### src/random_sphere_velocity_rotate_assert.svh
// ---------------------------------------------------------------------------
// random_sphere_velocity_rotate assertion macros
// shared property forms, clocked on clk and disabled while arst_n is low
// ---------------------------------------------------------------------------
`ifndef RANDOM_SPHERE_VELOCITY_ROTATE_ASSERT_SVH
`define RANDOM_SPHERE_VELOCITY_ROTATE_ASSERT_SVH

// same-cycle implication
`define RSVR_ASSERT_NOW(label, ante, cons, msg) \
	label: assert property (@(posedge clk) disable iff (!arst_n) (ante) |-> (cons)) \
		else $error(msg);

// next-cycle implication
`define RSVR_ASSERT_NXT(label, ante, cons, msg) \
	label: assert property (@(posedge clk) disable iff (!arst_n) (ante) |=> (cons)) \
		else $error(msg);

`endif

### src/rsvr_pkg.sv
`timescale 1ns / 1ps
// ---------------------------------------------------------------------------
// rsvr_pkg
// types, constants and helpers for the spherical velocity generator
// ---------------------------------------------------------------------------
package rsvr_pkg;

	localparam int FIELD_W      = 16;
	localparam int ANG_W        = 18;
	localparam int TRIG_W       = 18;
	localparam int VEL_W        = 27;
	localparam int MAT_W        = 34;
	localparam int OUT_W        = 20;
	localparam int CORDIC_STEPS = 28;
	localparam int FIFO_DEPTH   = 4;
	localparam int FIFO_PTR_W   = 2;

	localparam longint Q30_PI      = 64'sd3373259426;
	localparam longint Q30_TWO_PI  = 64'sd6746518852;
	localparam longint Q30_HALF_PI = 64'sd1686629713;
	localparam longint CORDIC_GAIN = 64'sd652032874;

	typedef enum logic [2:0] {
		REG_MAG_MIN = 3'd0,
		REG_MAG_MAX = 3'd1,
		REG_AZ_MIN  = 3'd2,
		REG_AZ_MAX  = 3'd3,
		REG_POL_MIN = 3'd4,
		REG_POL_MAX = 3'd5
	} cfg_reg_t;

	typedef struct packed {
		logic        [15:0] mag_min;
		logic        [15:0] mag_max;
		logic signed [15:0] az_min;
		logic signed [15:0] az_max;
		logic signed [15:0] pol_min;
		logic signed [15:0] pol_max;
	} cfg_t;

	typedef struct packed {
		logic signed [15:0] qz;
		logic signed [15:0] qy;
		logic signed [15:0] qx;
		logic signed [15:0] qw;
	} quat_t;

	// raw request fields as they arrive
	typedef struct packed {
		quat_t       quat;
		logic [15:0] frac_mag;
		logic [15:0] frac_pol;
		logic [15:0] frac_az;
		logic [15:0] index;
	} raw_t;

	// request after range mapping, magnitude can reach twice the 16-bit range
	typedef struct packed {
		quat_t                    quat;
		logic        [16:0]       mag;
		logic signed [ANG_W-1:0]  phi;
		logic signed [ANG_W-1:0]  theta;
	} item_t;

	// floor((prod + 32767) / 65535) for prod below 2^32 - 32767
	function automatic logic [15:0] div_by_max(input logic [31:0] prod);
		logic [31:0] x;
		logic [15:0] q0;
		logic [16:0] rem;
		logic [16:0] q;
		x   = prod + 32'd32767;
		q0  = x[31:16];
		rem = {1'b0, x[15:0]} + {1'b0, q0};
		q   = {1'b0, q0} + ((rem >= 17'd65535) ? 17'd1 : 17'd0)
			+ ((rem >= 17'd131070) ? 17'd1 : 17'd0);
		return q[15:0];
	endfunction

	function automatic logic [15:0] abs_diff_s(input logic signed [15:0] a,
			input logic signed [15:0] b);
		logic signed [16:0] d;
		d = {a[15], a} - {b[15], b};
		return d[16] ? 16'(-d) : d[15:0];
	endfunction

	function automatic logic [15:0] abs_diff_u(input logic [15:0] a, input logic [15:0] b);
		return (a > b) ? a - b : b - a;
	endfunction

	// arctangent of 2^-i in Q30
	function automatic longint cordic_atan(input int i);
		longint r;
		unique case (i)
			0:       r = 64'sd843314857;
			1:       r = 64'sd497837829;
			2:       r = 64'sd263043837;
			3:       r = 64'sd133525159;
			4:       r = 64'sd67021687;
			5:       r = 64'sd33543516;
			6:       r = 64'sd16775851;
			7:       r = 64'sd8388437;
			8:       r = 64'sd4194283;
			9:       r = 64'sd2097149;
			10:      r = 64'sd1048576;
			default: r = 64'sd1 <<< (30 - i);
		endcase
		return r;
	endfunction

endpackage

### src/rsvr_front.sv
`timescale 1ns / 1ps
// ---------------------------------------------------------------------------
// rsvr_front
// request intake: maps the three fractions onto their configured ranges
// ---------------------------------------------------------------------------
module rsvr_front #(
	parameter int IDX_W = 16
) (
	input  logic                 clk,
	input  logic                 arst_n,
	input  rsvr_pkg::cfg_t       cfg,
	input  logic                 in_valid,
	output logic                 in_ready,
	input  rsvr_pkg::raw_t       in_raw,
	output logic                 out_valid,
	input  logic                 out_ready,
	output rsvr_pkg::item_t      out_item,
	output logic [IDX_W-1:0]     out_idx
);

	logic [15:0] az_span, pol_span, mag_span;

	logic                  v_s1, v_s2;
	logic [31:0]           paz_s1, ppol_s1, pmag_s1;
	rsvr_pkg::quat_t       quat_s1;
	logic [IDX_W-1:0]      idx_s1, idx_s2;
	rsvr_pkg::item_t       item_s2;
	logic                  en;

	assign en       = !v_s2 || out_ready;
	assign in_ready = en;

	// spans taken straight from the registers so a request right after a write sees it
	assign az_span  = rsvr_pkg::abs_diff_s(cfg.az_max, cfg.az_min);
	assign pol_span = rsvr_pkg::abs_diff_s(cfg.pol_max, cfg.pol_min);
	assign mag_span = rsvr_pkg::abs_diff_u(cfg.mag_max, cfg.mag_min);

	always_ff @(posedge clk or negedge arst_n) begin
		if (!arst_n) begin
			v_s1 <= 1'b0;
			v_s2 <= 1'b0;
		end else if (en) begin
			v_s1 <= in_valid;
			v_s2 <= v_s1;
		end
	end

	always_ff @(posedge clk) begin
		if (en) begin
			paz_s1  <= in_raw.frac_az * az_span;
			ppol_s1 <= in_raw.frac_pol * pol_span;
			pmag_s1 <= in_raw.frac_mag * mag_span;
			quat_s1 <= in_raw.quat;
			idx_s1  <= IDX_W'(in_raw.index);

			item_s2.theta <= {{2{cfg.az_min[15]}}, cfg.az_min}
				+ $signed({2'b00, rsvr_pkg::div_by_max(paz_s1)});
			item_s2.phi   <= {{2{cfg.pol_min[15]}}, cfg.pol_min}
				+ $signed({2'b00, rsvr_pkg::div_by_max(ppol_s1)});
			item_s2.mag   <= 17'(cfg.mag_min) + 17'(rsvr_pkg::div_by_max(pmag_s1));
			item_s2.quat  <= quat_s1;
			idx_s2        <= idx_s1;
		end
	end

	assign out_valid = v_s2;
	assign out_item  = item_s2;
	assign out_idx   = idx_s2;

endmodule

### config.mk
export PLATFORM = sky130hd
export DESIGN_NAME = rsvr_front
export DESIGN_NICKNAME = d
export VERILOG_FILES = /design/src/random_sphere_velocity_rotate_assert.svh /design/src/rsvr_pkg.sv /design/src/rsvr_front.sv
export SDC_FILE = /design/constraint.sdc
export NUM_CORES = 2
export LEC_CHECK = 0
export BUFFER_PORTS_ARGS = -buffer_cell sky130_fd_sc_hd__buf_2
export CAP_MARGIN = 40
export CORE_ASPECT_RATIO = 1.2
export CORE_MARGIN = 2
export CORE_UTILIZATION = 54
export CTS_BUF_LIST = sky130_fd_sc_hd__clkbuf_2
export DETAILED_ROUTE_END_ITERATION = 12
export GPL_ROUTABILITY_DRIVEN = 0
export PLACE_DENSITY = 0.86
export SYNTH_ARGS = -nofsm -noshare
export SYNTH_HDL_FRONTEND = slang
export SYNTH_SLANG_ARGS = --single-unit
### constraint.sdc
create_clock -name clk -period 8.86 [get_ports clk]
set_clock_uncertainty 0.05 [all_clocks]
set_input_delay 0.886 -clock clk [delete_from_list [all_inputs] [get_ports clk]]
set_output_delay 0.886 -clock clk [all_outputs]
set_load 0.02 [all_outputs]
==> results.yml <==
clock_tree:
  cts_made_buffers: 85
  clk_latency_ns: 1.14
  path_clk_slew_ns: 0.10
  clockBufferDepth: 3
  cts_htree_levels: 3
  cts_tree: "built"
  root_buffer: "clkbuf_2"
  numClockSinks: 311
synthesis:
  syn-cell-area_um2: 45200
  ys.flop_type: "edfxtp_1"
  syn_nets: 6078
  synth-edff-count: 309
  synth.area.top_cells: "fa_1 (26%), edfxtp_1 (21%), ha_1 (13%)"
  synth_top_area_share: 0.264
  yosysTopAreaCell: "fa_1"
  synth.avg_cell_area_um2: 9.47
  yosys_warnings: 0
  synthCells: 4774
  seq_area_frac_synth: 0.206
  synthArstFlopShare: 0.00643
  synth_cell_types: 87
  ys_ff_latch: 311
timing:
  layout_setup_ws_ns: -0.0370
  max_slew_margin: 0.303
  tightest_slew_ns: 1.05
  timing.final.crit_share: 1.00
  setup_viol: 1
  drv_slew: 0
  hold_viol_final: 0
  setup-tns-final_ns: -0.0370
  rsz0062_at_grt: "true"
  fin_crit_ns: 8.90
  max_freq_ghz: 0.112
final_layout:
  synthToLayoutAreaGrowth_pct: 18.1
  instances_no_fill: 6768
  nets: 6882
  final_cell_mix: "inv_1 (855), nand2_1 (601), fa_1 (587), ha_1 (472), buf_4 (376)"
  fill_cells: 6105
  drive_gt1_frac: 0.183
  final_common_cell: "inv_1"
hold_path:
  hp-class: "in2reg"
outcome:
  violations: "negative setup slack"
  outcome: "complete, but fails checks"
placement:
  place_inst: 6504
  dp_hpwl_um: 99800
  portBuffers: 362
grt:
  grt_pass1_wl_um: 202000
  top_usage_layer: "met2"
  grt_util_met3: 0.0674
  antenna_found_initial: 11
  grt_max_degree: 200
  grt_pass1_vias: 40700
  grt-ovfl-total: 0
  use_met2: 0.517
  grtUsageMet1: 0.320
  grtUsageTotal: 0.296
setup_path:
  crit_type: "in2reg"
  cpMostUsedCell: "fa_1"
  timing.critical_path.buf_inv: 6
  reg2reg_slack_ns: 0.12
  critPathMaxFanout: 4
  worstPathRequired_ns: 9.65
  max_stage_delay_ns: 0.58
  endpoint_kind: "register"
  crit_slowest_cell: "or4_4"
  crit_family: "adder cells"
  crit_arrival_ns: 9.69
  setup.worst_path.start_class: "primary input"
route:
  ant_nets: 0
  wirelength_um: 128000
  drt_iter0_markers: 3386
  vias: 38200
  wl_per_cell_um: 18.9
  drc: 0
  viasPerCell: 5.65
  first_pass_iters: 5
die:
  core-area_um2: 83200
  rows: 116
  die_width_um: 268
  io_pins: 363
  start_util: 0.543
  die_y_um: 321
  dieArea_um2: 86000
run:
  cap_violations: 0
==> final timing paths <==
| check | endpoint | depth (start not counted) | from |
|---|---|---|---|
| min | out_item[36] | 3 | cfg[80] |
| max | paz_s1[30] | 34 | cfg[48] |
| min reg2reg | out_item[106] | 0 | quat_s1[53] |
| min in group asynchronous | out_valid | 3 | arst_n |
| max reg2reg | out_item[16] | 30 | paz_s1[12] |
| max in group asynchronous | v_s1 | 3 | arst_n |
==> what timing repair did <==
action / 4_1_cts / 5_1_grt
hold buffers: 86 / 0
hold endpoints to repair: 87 / 0
endpoints found under the setup margin: 0 / 35
setup buffers: 0 / 18
gates resized for setup: 0 / 106
==> cell usage after synthesis, types with 60 or more instances <==
master,instances
xor2_1,114
nand2b_1,60
and2_1,232
ha_1,481
nor2b_1,78
nand3_1,78
a21oi_1,182
a21o_1,99
o21ai_0,102
fa_1,595
nor3_1,60
nand2_1,607
inv_1,857
clkbuf_1,96
edfxtp_1,309
nor2_1,159
xnor2_1,222
==> stage by stage <==
step                setup WS (ns)  hold WS, ns  cell area [µm²]   util
global placement           -0.521        0.350            50900  0.613
CTS                        0.0565       0.0152            52600  0.633
floorplan                 -0.0153        0.350            45500      -
finish                    -0.0370        0.145            53300  0.641
global route               -0.192       0.0876            53300  0.641
detailed placement         -0.672        0.355            50900  0.613
==> logic make-up (layout without fill, tap and decap cells) <==
family / count (synthesis) / in the layout / synth area share
flip-flops: 311 / 311 / 0.206
XOR/XNOR: 338 / 339 / 0.0658
AND/OR/NAND/NOR: 1430 / 1430 / 0.154
multiplexers: 23 / 23 / 0.00526
adder cells (fa/ha/maj): 1076 / 1076 / 0.397
other: 0 / 6 / 0
AO/OA/AOI/OAI: 616 / 617 / 0.0889
buffers and inverters: 980 / 1845 / 0.0827
==> tightest hold or removal path, stage by stage <==
cell and delay, ns:
buf_2 0.10, buf_4 0.11, ha_1 0.12
==> registers in the layout, indices dropped and copies added (netlist names) <==
| name | cells |
|---|---|
| out_item | 117 |
| quat_s1 | 64 |
| paz_s1 | 32 |
| pmag_s1 | 32 |
| ppol_s1 | 32 |
| idx_s1 | 16 |
| out_idx | 16 |
| out_valid | 1 |
| v_s1 | 1 |
==> metal layers <==
| metal | up-vias | wire length, µm |
|---|---|---|
| li1 | 17100 | - |
| met2 | 1946 | 63300 |
| met3 | 642 | 11200 |
| met1 | 18500 | 44200 |
| met4 | 8 | 9370 |
| met5 | - | 54 |
==> layout make-up <==
class	count	area, µm²	area share
Antenna cell	6	15.0	0.000281
Timing Repair Buffer	838	5720	0.107
Inverter	857	3220	0.0603
Sequential cell	311	9330	0.175
Clock inverter	37	262	0.00490
Multi-Input combinational cell	3485	32800	0.615
Clock buffer	113	566	0.0106
Tap cell	1121	1400	0.0263
Power is not shown: default switching activity piles up to over one toggle a cycle in this logic, so the estimate is an artifact.
