**config.mk**
```make
export PLATFORM = sky130hd
export DESIGN_NAME = rsvr_fifo
export DESIGN_NICKNAME = d
export VERILOG_FILES = /design/src/rsvr_pkg.sv /design/src/rsvr_fifo.sv
export VERILOG_INCLUDE_DIRS = /design/src /design/src/src
export SDC_FILE = /design/constraint.sdc
export NUM_CORES = 1
export LEC_CHECK = 0
export ABC_CLOCK_PERIOD_IN_PS = 3200
export BUFFER_PORTS_ARGS = -buffer_cell sky130_fd_sc_hd__buf_2
export CORE_ASPECT_RATIO = 2
export CORE_MARGIN = 2
export CORE_UTILIZATION = 56
export CTS_CLUSTER_SIZE = 20
export DETAILED_ROUTE_END_ITERATION = 7
export MAX_ROUTING_LAYER = met4
export PLACE_DENSITY = 0.79
export SYNTH_ARGS = -nofsm -noshare
export SYNTH_HDL_FRONTEND = slang
export SYNTH_SLANG_ARGS = --single-unit
```
**constraint.sdc**
```tcl
create_clock -name clk -period 3.2 [get_ports clk]
set_clock_uncertainty 0.15 [all_clocks]
set_input_delay 0.48 -clock clk [delete_from_list [all_inputs] [get_ports clk]]
set_output_delay 0.48 -clock clk [all_outputs]
set_load 0.005 [all_outputs]
```
**src/random_sphere_velocity_rotate_assert.svh**
```systemverilog
// ---------------------------------------------------------------------------
// random_sphere_velocity_rotate assertion macros
// shared property forms, clocked on clk and disabled while arst_n is low
// ---------------------------------------------------------------------------
`ifndef RANDOM_SPHERE_VELOCITY_ROTATE_ASSERT_SVH
`define RANDOM_SPHERE_VELOCITY_ROTATE_ASSERT_SVH

// same-cycle implication
`define RSVR_ASSERT_NOW(label, ante, cons, msg) \
	label: assert property (@(posedge clk) disable iff (!arst_n) (ante) |-> (cons)) \
		else $error(msg);

// next-cycle implication
`define RSVR_ASSERT_NXT(label, ante, cons, msg) \
	label: assert property (@(posedge clk) disable iff (!arst_n) (ante) |=> (cons)) \
		else $error(msg);

`endif

```
**src/rsvr_pkg.sv**
```systemverilog
`timescale 1ns / 1ps
// ---------------------------------------------------------------------------
// rsvr_pkg
// types, constants and helpers for the spherical velocity generator
// ---------------------------------------------------------------------------
package rsvr_pkg;

	localparam int FIELD_W      = 16;
	localparam int ANG_W        = 18;
	localparam int TRIG_W       = 18;
	localparam int VEL_W        = 27;
	localparam int MAT_W        = 34;
	localparam int OUT_W        = 20;
	localparam int CORDIC_STEPS = 28;
	localparam int FIFO_DEPTH   = 4;
	localparam int FIFO_PTR_W   = 2;

	localparam longint Q30_PI      = 64'sd3373259426;
	localparam longint Q30_TWO_PI  = 64'sd6746518852;
	localparam longint Q30_HALF_PI = 64'sd1686629713;
	localparam longint CORDIC_GAIN = 64'sd652032874;

	typedef enum logic [2:0] {
		REG_MAG_MIN = 3'd0,
		REG_MAG_MAX = 3'd1,
		REG_AZ_MIN  = 3'd2,
		REG_AZ_MAX  = 3'd3,
		REG_POL_MIN = 3'd4,
		REG_POL_MAX = 3'd5
	} cfg_reg_t;

	typedef struct packed {
		logic        [15:0] mag_min;
		logic        [15:0] mag_max;
		logic signed [15:0] az_min;
		logic signed [15:0] az_max;
		logic signed [15:0] pol_min;
		logic signed [15:0] pol_max;
	} cfg_t;

	typedef struct packed {
		logic signed [15:0] qz;
		logic signed [15:0] qy;
		logic signed [15:0] qx;
		logic signed [15:0] qw;
	} quat_t;

	// raw request fields as they arrive
	typedef struct packed {
		quat_t       quat;
		logic [15:0] frac_mag;
		logic [15:0] frac_pol;
		logic [15:0] frac_az;
		logic [15:0] index;
	} raw_t;

	// request after range mapping, magnitude can reach twice the 16-bit range
	typedef struct packed {
		quat_t                    quat;
		logic        [16:0]       mag;
		logic signed [ANG_W-1:0]  phi;
		logic signed [ANG_W-1:0]  theta;
	} item_t;

	// floor((prod + 32767) / 65535) for prod below 2^32 - 32767
	function automatic logic [15:0] div_by_max(input logic [31:0] prod);
		logic [31:0] x;
		logic [15:0] q0;
		logic [16:0] rem;
		logic [16:0] q;
		x   = prod + 32'd32767;
		q0  = x[31:16];
		rem = {1'b0, x[15:0]} + {1'b0, q0};
		q   = {1'b0, q0} + ((rem >= 17'd65535) ? 17'd1 : 17'd0)
			+ ((rem >= 17'd131070) ? 17'd1 : 17'd0);
		return q[15:0];
	endfunction

	function automatic logic [15:0] abs_diff_s(input logic signed [15:0] a,
			input logic signed [15:0] b);
		logic signed [16:0] d;
		d = {a[15], a} - {b[15], b};
		return d[16] ? 16'(-d) : d[15:0];
	endfunction

	function automatic logic [15:0] abs_diff_u(input logic [15:0] a, input logic [15:0] b);
		return (a > b) ? a - b : b - a;
	endfunction

	// arctangent of 2^-i in Q30
	function automatic longint cordic_atan(input int i);
		longint r;
		unique case (i)
			0:       r = 64'sd843314857;
			1:       r = 64'sd497837829;
			2:       r = 64'sd263043837;
			3:       r = 64'sd133525159;
			4:       r = 64'sd67021687;
			5:       r = 64'sd33543516;
			6:       r = 64'sd16775851;
			7:       r = 64'sd8388437;
			8:       r = 64'sd4194283;
			9:       r = 64'sd2097149;
			10:      r = 64'sd1048576;
			default: r = 64'sd1 <<< (30 - i);
		endcase
		return r;
	endfunction

endpackage

```
**src/rsvr_fifo.sv**
```systemverilog
`timescale 1ns / 1ps
`include "random_sphere_velocity_rotate_assert.svh"
// ---------------------------------------------------------------------------
// rsvr_fifo
// short register queue between the intake and the datapath
// ---------------------------------------------------------------------------
module rsvr_fifo #(
	parameter int W = 96
) (
	input  logic         clk,
	input  logic         arst_n,
	input  logic         wr_valid,
	output logic         wr_ready,
	input  logic [W-1:0] wr_data,
	output logic         rd_valid,
	input  logic         rd_ready,
	output logic [W-1:0] rd_data
);

	localparam int DEPTH = rsvr_pkg::FIFO_DEPTH;
	localparam int PTR_W = rsvr_pkg::FIFO_PTR_W;

	logic [W-1:0]   mem_q [DEPTH];
	logic [PTR_W-1:0] wr_ptr_q, rd_ptr_q;
	logic [PTR_W:0]   cnt_q;
	logic             push, pop;

	assign wr_ready = (cnt_q != PTR_W'(0) + (PTR_W+1)'(DEPTH));
	assign rd_valid = (cnt_q != '0);
	assign push     = wr_valid && wr_ready;
	assign pop      = rd_valid && rd_ready;
	assign rd_data  = mem_q[rd_ptr_q];

	always_ff @(posedge clk) begin
		if (push) begin
			mem_q[wr_ptr_q] <= wr_data;
		end
	end

	always_ff @(posedge clk or negedge arst_n) begin
		if (!arst_n) begin
			wr_ptr_q <= '0;
			rd_ptr_q <= '0;
			cnt_q    <= '0;
		end else begin
			if (push) begin
				wr_ptr_q <= wr_ptr_q + 1'b1;
			end
			if (pop) begin
				rd_ptr_q <= rd_ptr_q + 1'b1;
			end
			unique case ({push, pop})
				2'b10:   cnt_q <= cnt_q + 1'b1;
				2'b01:   cnt_q <= cnt_q - 1'b1;
				default: cnt_q <= cnt_q;
			endcase
		end
	end

	`RSVR_ASSERT_NOW(a_cnt_bound, 1'b1, cnt_q <= (PTR_W+1)'(DEPTH), "fifo count overflow")
	`RSVR_ASSERT_NOW(a_ptr_gap, 1'b1, PTR_W'(wr_ptr_q - rd_ptr_q) == cnt_q[PTR_W-1:0], "ptr gap")
	`RSVR_ASSERT_NXT(a_push_only, push && !pop, cnt_q == $past(cnt_q) + 1'b1, "fifo push lost")
	`RSVR_ASSERT_NXT(a_pop_only, pop && !push, cnt_q == $past(cnt_q) - 1'b1, "fifo pop lost")

endmodule

```
==> results.md <==
- Outcome: completed
- CP Launch Type: flip-flop
- Post-DR vias/cell: 5.604
- Routed Antenna Nets: 0
- Root buffer cell: clkbuf_16
- Worst skew pair latency: 0.54 ns
- Power per cell area: 869.5 nW/um^2
- Leak: 6.089 nW
- Max incr delay on CP: 0.57 ns
- RSZ-0062 raised after global routing: no
- Crit end category: output pin
- Max_slew headroom: 52.98%
- Final Cycle Share: 87.37%
- # port buffers: 197
- Total negative setup slack: 0 ns
- Routed Wire Length: 28.68 mm
- Slowest cell on crit path: buf_4
- Vias in the first global route: 7532
- Arr. time, crit path: 2.17 ns
- Req. time, crit path: 2.57 ns
- R2r endpoint: cnt_q[2]$_DFFE_PN0P_
- Top cell type's share of synthesized area: 80.93%
- Vias: 6798
- Synth warn: 0
- Critical path depth in cells: 3
- DIE AREA: 26810 um^2
- Core area: 25030 um^2
- Worst-path fanout max: 49
- Netlist cell types: 20
- Synth area leaders: edfxtp_1, mux4_2, dfrtp_1, buf_2, ha_1
- Peak VDD IR: 1.141 mV
- Post-CTS setup buffers: 0
- FF-to-FF path depth: 9
- Synth Net Count: 645
- Num CTS Buffers: 31
- Final-stage net count: 958
- Cts repair resizes: 0
- Max Clk Rate: 0.3577 GHz
- Post-Syn Instances: 539
- Synth Register Bits: 391
- Placed Instance Area: 15700 um^2
- Largest net degree at the start of global routing: 97
- Tmin final: 2.796 ns
- FP Rows: 82
- Max cap viols: 0
- DR WL/cell: 23.64 um
- Fin. Hold Viols: 0
- DP HPWL: 15.82 mm
- Initial antenna violation count: 2
- Width of the chip: 116.8 um
- DR DRC count: 0
- H-tree depth: 1
- Clk sinks: 391
- Buf+Inv Stages, Crit Path: 2
- Die height: 229.6 um
- Crit-path cells: buf_4 -> mux4_2 -> buf_2
- Fraction of layout instances using a drive strength above 1: 40.91%
- Final setup fails: 0
- Reg clk slew, reported paths: 0.07 ns
- Post-synth top area cell: edfxtp_1
- Setup crit start: rd_ptr_q[1]$_DFFE_PN0P_
- Worst Hold Class: input port to asynchronous set/reset pin
- Slew Limit Fails: 0
- Iteration count of the initial detailed-routing pass: 4
- R2R setup slack: 0.72 ns
- Worst slew pin tran: 0.7053 ns
- R2r startpoint: cnt_q[0]$_DFFE_PN0P_
- WS Path Type: flip-flop to output pin
- Sequential area share after synthesis: 82.16%
- Synth Area per Inst: 26.43 um^2
- TritonCTS clock tree: done
- Filler cell count: 1464
- Post-route cell area: 17720 um^2
- DRT iter0 DRCs: 460
- Ports: 198
- GRT Overall Usage: 22.59%
- Setup crit end: rd_data[75]
- Max clock buf depth: 3
- Post-Syn Area: 14250 um^2
- GP Congestion: 0.7870
- Largest delay share family, worst path: buffers and inverters
- Area Growth Syn to Fin: 24.38%
- Gr ovfl total: 0
- Global-route wire length before repair: 43.30 mm
- Initial Util: 56.91%
- Core Util, Final: 70.79%
- # hold bufs at CTS: 97
==> flip-flops by register name (all words and copies together), names as in the netlist <==
| register | flops |
|---|---|
| mem_q | 384 |
| cnt_q | 3 |
| wr_ptr_q | 2 |
| rd_ptr_q | 2 |
==> per-stage QoR <==
stage	hold WS, ns	total power (W)	instances	worst slack, ns
6_report	0.1694	0.01541	1213	0.4042
5_1_grt	0.1554	0.01607	1213	0.3157
4_1_cts	0.1254	0.01552	1211	0.3482
3_5_place_dp	0.1762	0.01153	1058	0.8068
3_3_place_gp	0.1609	0.01135	1058	0.8665
2_1_floorplan	0.03441	0.009727	539	0.7375
==> kinds of logic (layout without fill, tap and decap cells) <==
group / count (synthesis) / after routing / synth area share [%]
DFF: 391 / 391 / 82.16
adders and majority gates: 6 / 6 / 0.5796
muxes: 98 / 98 / 15.35
xor gates and xnor gates: 6 / 6 / 0.3689
AOI/OAI and AO/OA: 1 / 1 / 0.07026
other: 0 / 2 / 0
buffers and inverters: 28 / 364 / 1.010
and+or+nand+nor: 9 / 9 / 0.4566
==> per-layer routing <==
metal	up-vias	routed length [um]	track usage, %
met3	55	1198	2.831
met2	243	16470	40.26
met4	0	985	8.051
li1	2948	-	-
met5	-	0	-
met1	3552	10030	25.80
==> cell usage in the layout (no fill, tap or decap), drive strengths merged, types with 2 or more instances in the layout <==
master       instances
and3                 4
clkbuf              32
xor2                 3
dfrtp                7
edfxtp             384
mux4                96
buf                205
ha                   5
bufinv               5
inv                  8
clkinv              13
xnor2                3
diode                2
clkinvlp             4
dlygate4sd3         97
==> area by class of cell <==
type / instances / area [um^2] / area share [%]
flip-flops and latches: 391 / 11710 / 66.10
diodes: 2 / 5.005 / 0.02824
clock inverters: 24 / 262.8 / 1.483
repair buffers: 302 / 2105 / 11.88
clock buffers: 32 / 779.5 / 4.399
inverters: 6 / 22.52 / 0.1271
well taps: 336 / 420.4 / 2.372
multi-input cells: 120 / 2412 / 13.61
==> synthesized netlist by cell type <==
library cell and count:
nand2_1 1, nor2_1 1, and2_4 1, fa_1 1, dfrtp_1 7, ha_1 5, edfxtp_1 384, xor2_1 3
or3_2 1, xnor2_1 3, buf_2 13, and3_2 4, mux2_4 1, mux2i_1 1, or3b_4 1, o31a_2 1
inv_1 6, buf_6 3, mux4_2 96, clkbuf_1 6
==> how the worst min path moves through the flow <==
stage,startpoint,to,slack [ns],depth (start not counted)
after global placement,arst_n,cnt_q[1]$_DFFE_PN0P_,0.16,1
after global routing,arst_n,cnt_q[1]$_DFFE_PN0P_,0.16,2
after floorplan,arst_n,cnt_q[0]$_DFFE_PN0P_,0.03,0
after detailed placement,arst_n,cnt_q[1]$_DFFE_PN0P_,0.18,1
after CTS,arst_n,cnt_q[1]$_DFFE_PN0P_,0.13,2
final,arst_n,cnt_q[1]$_DFFE_PN0P_,0.17,2
==> where the power goes <==
part	internal [W]	switching, W	leakage, nW
Sequential	0.00678	0.000278	3.60
Clock	0.00218	0.00170	0.494
Combinational	0.00217	0.00229	2.00
==> worst register-to-register path: cells and delay by family (launching register included) <==
kind | cells | cell delay (ns)
adders and majority gates | 2 | 0.56
DFF | 1 | 0.43
and+or+nand+nor | 3 | 0.77
buffers and inverters | 2 | 0.14
xor gates and xnor gates | 2 | 0.34
Note: power is estimated with default switching activity, not from simulation.
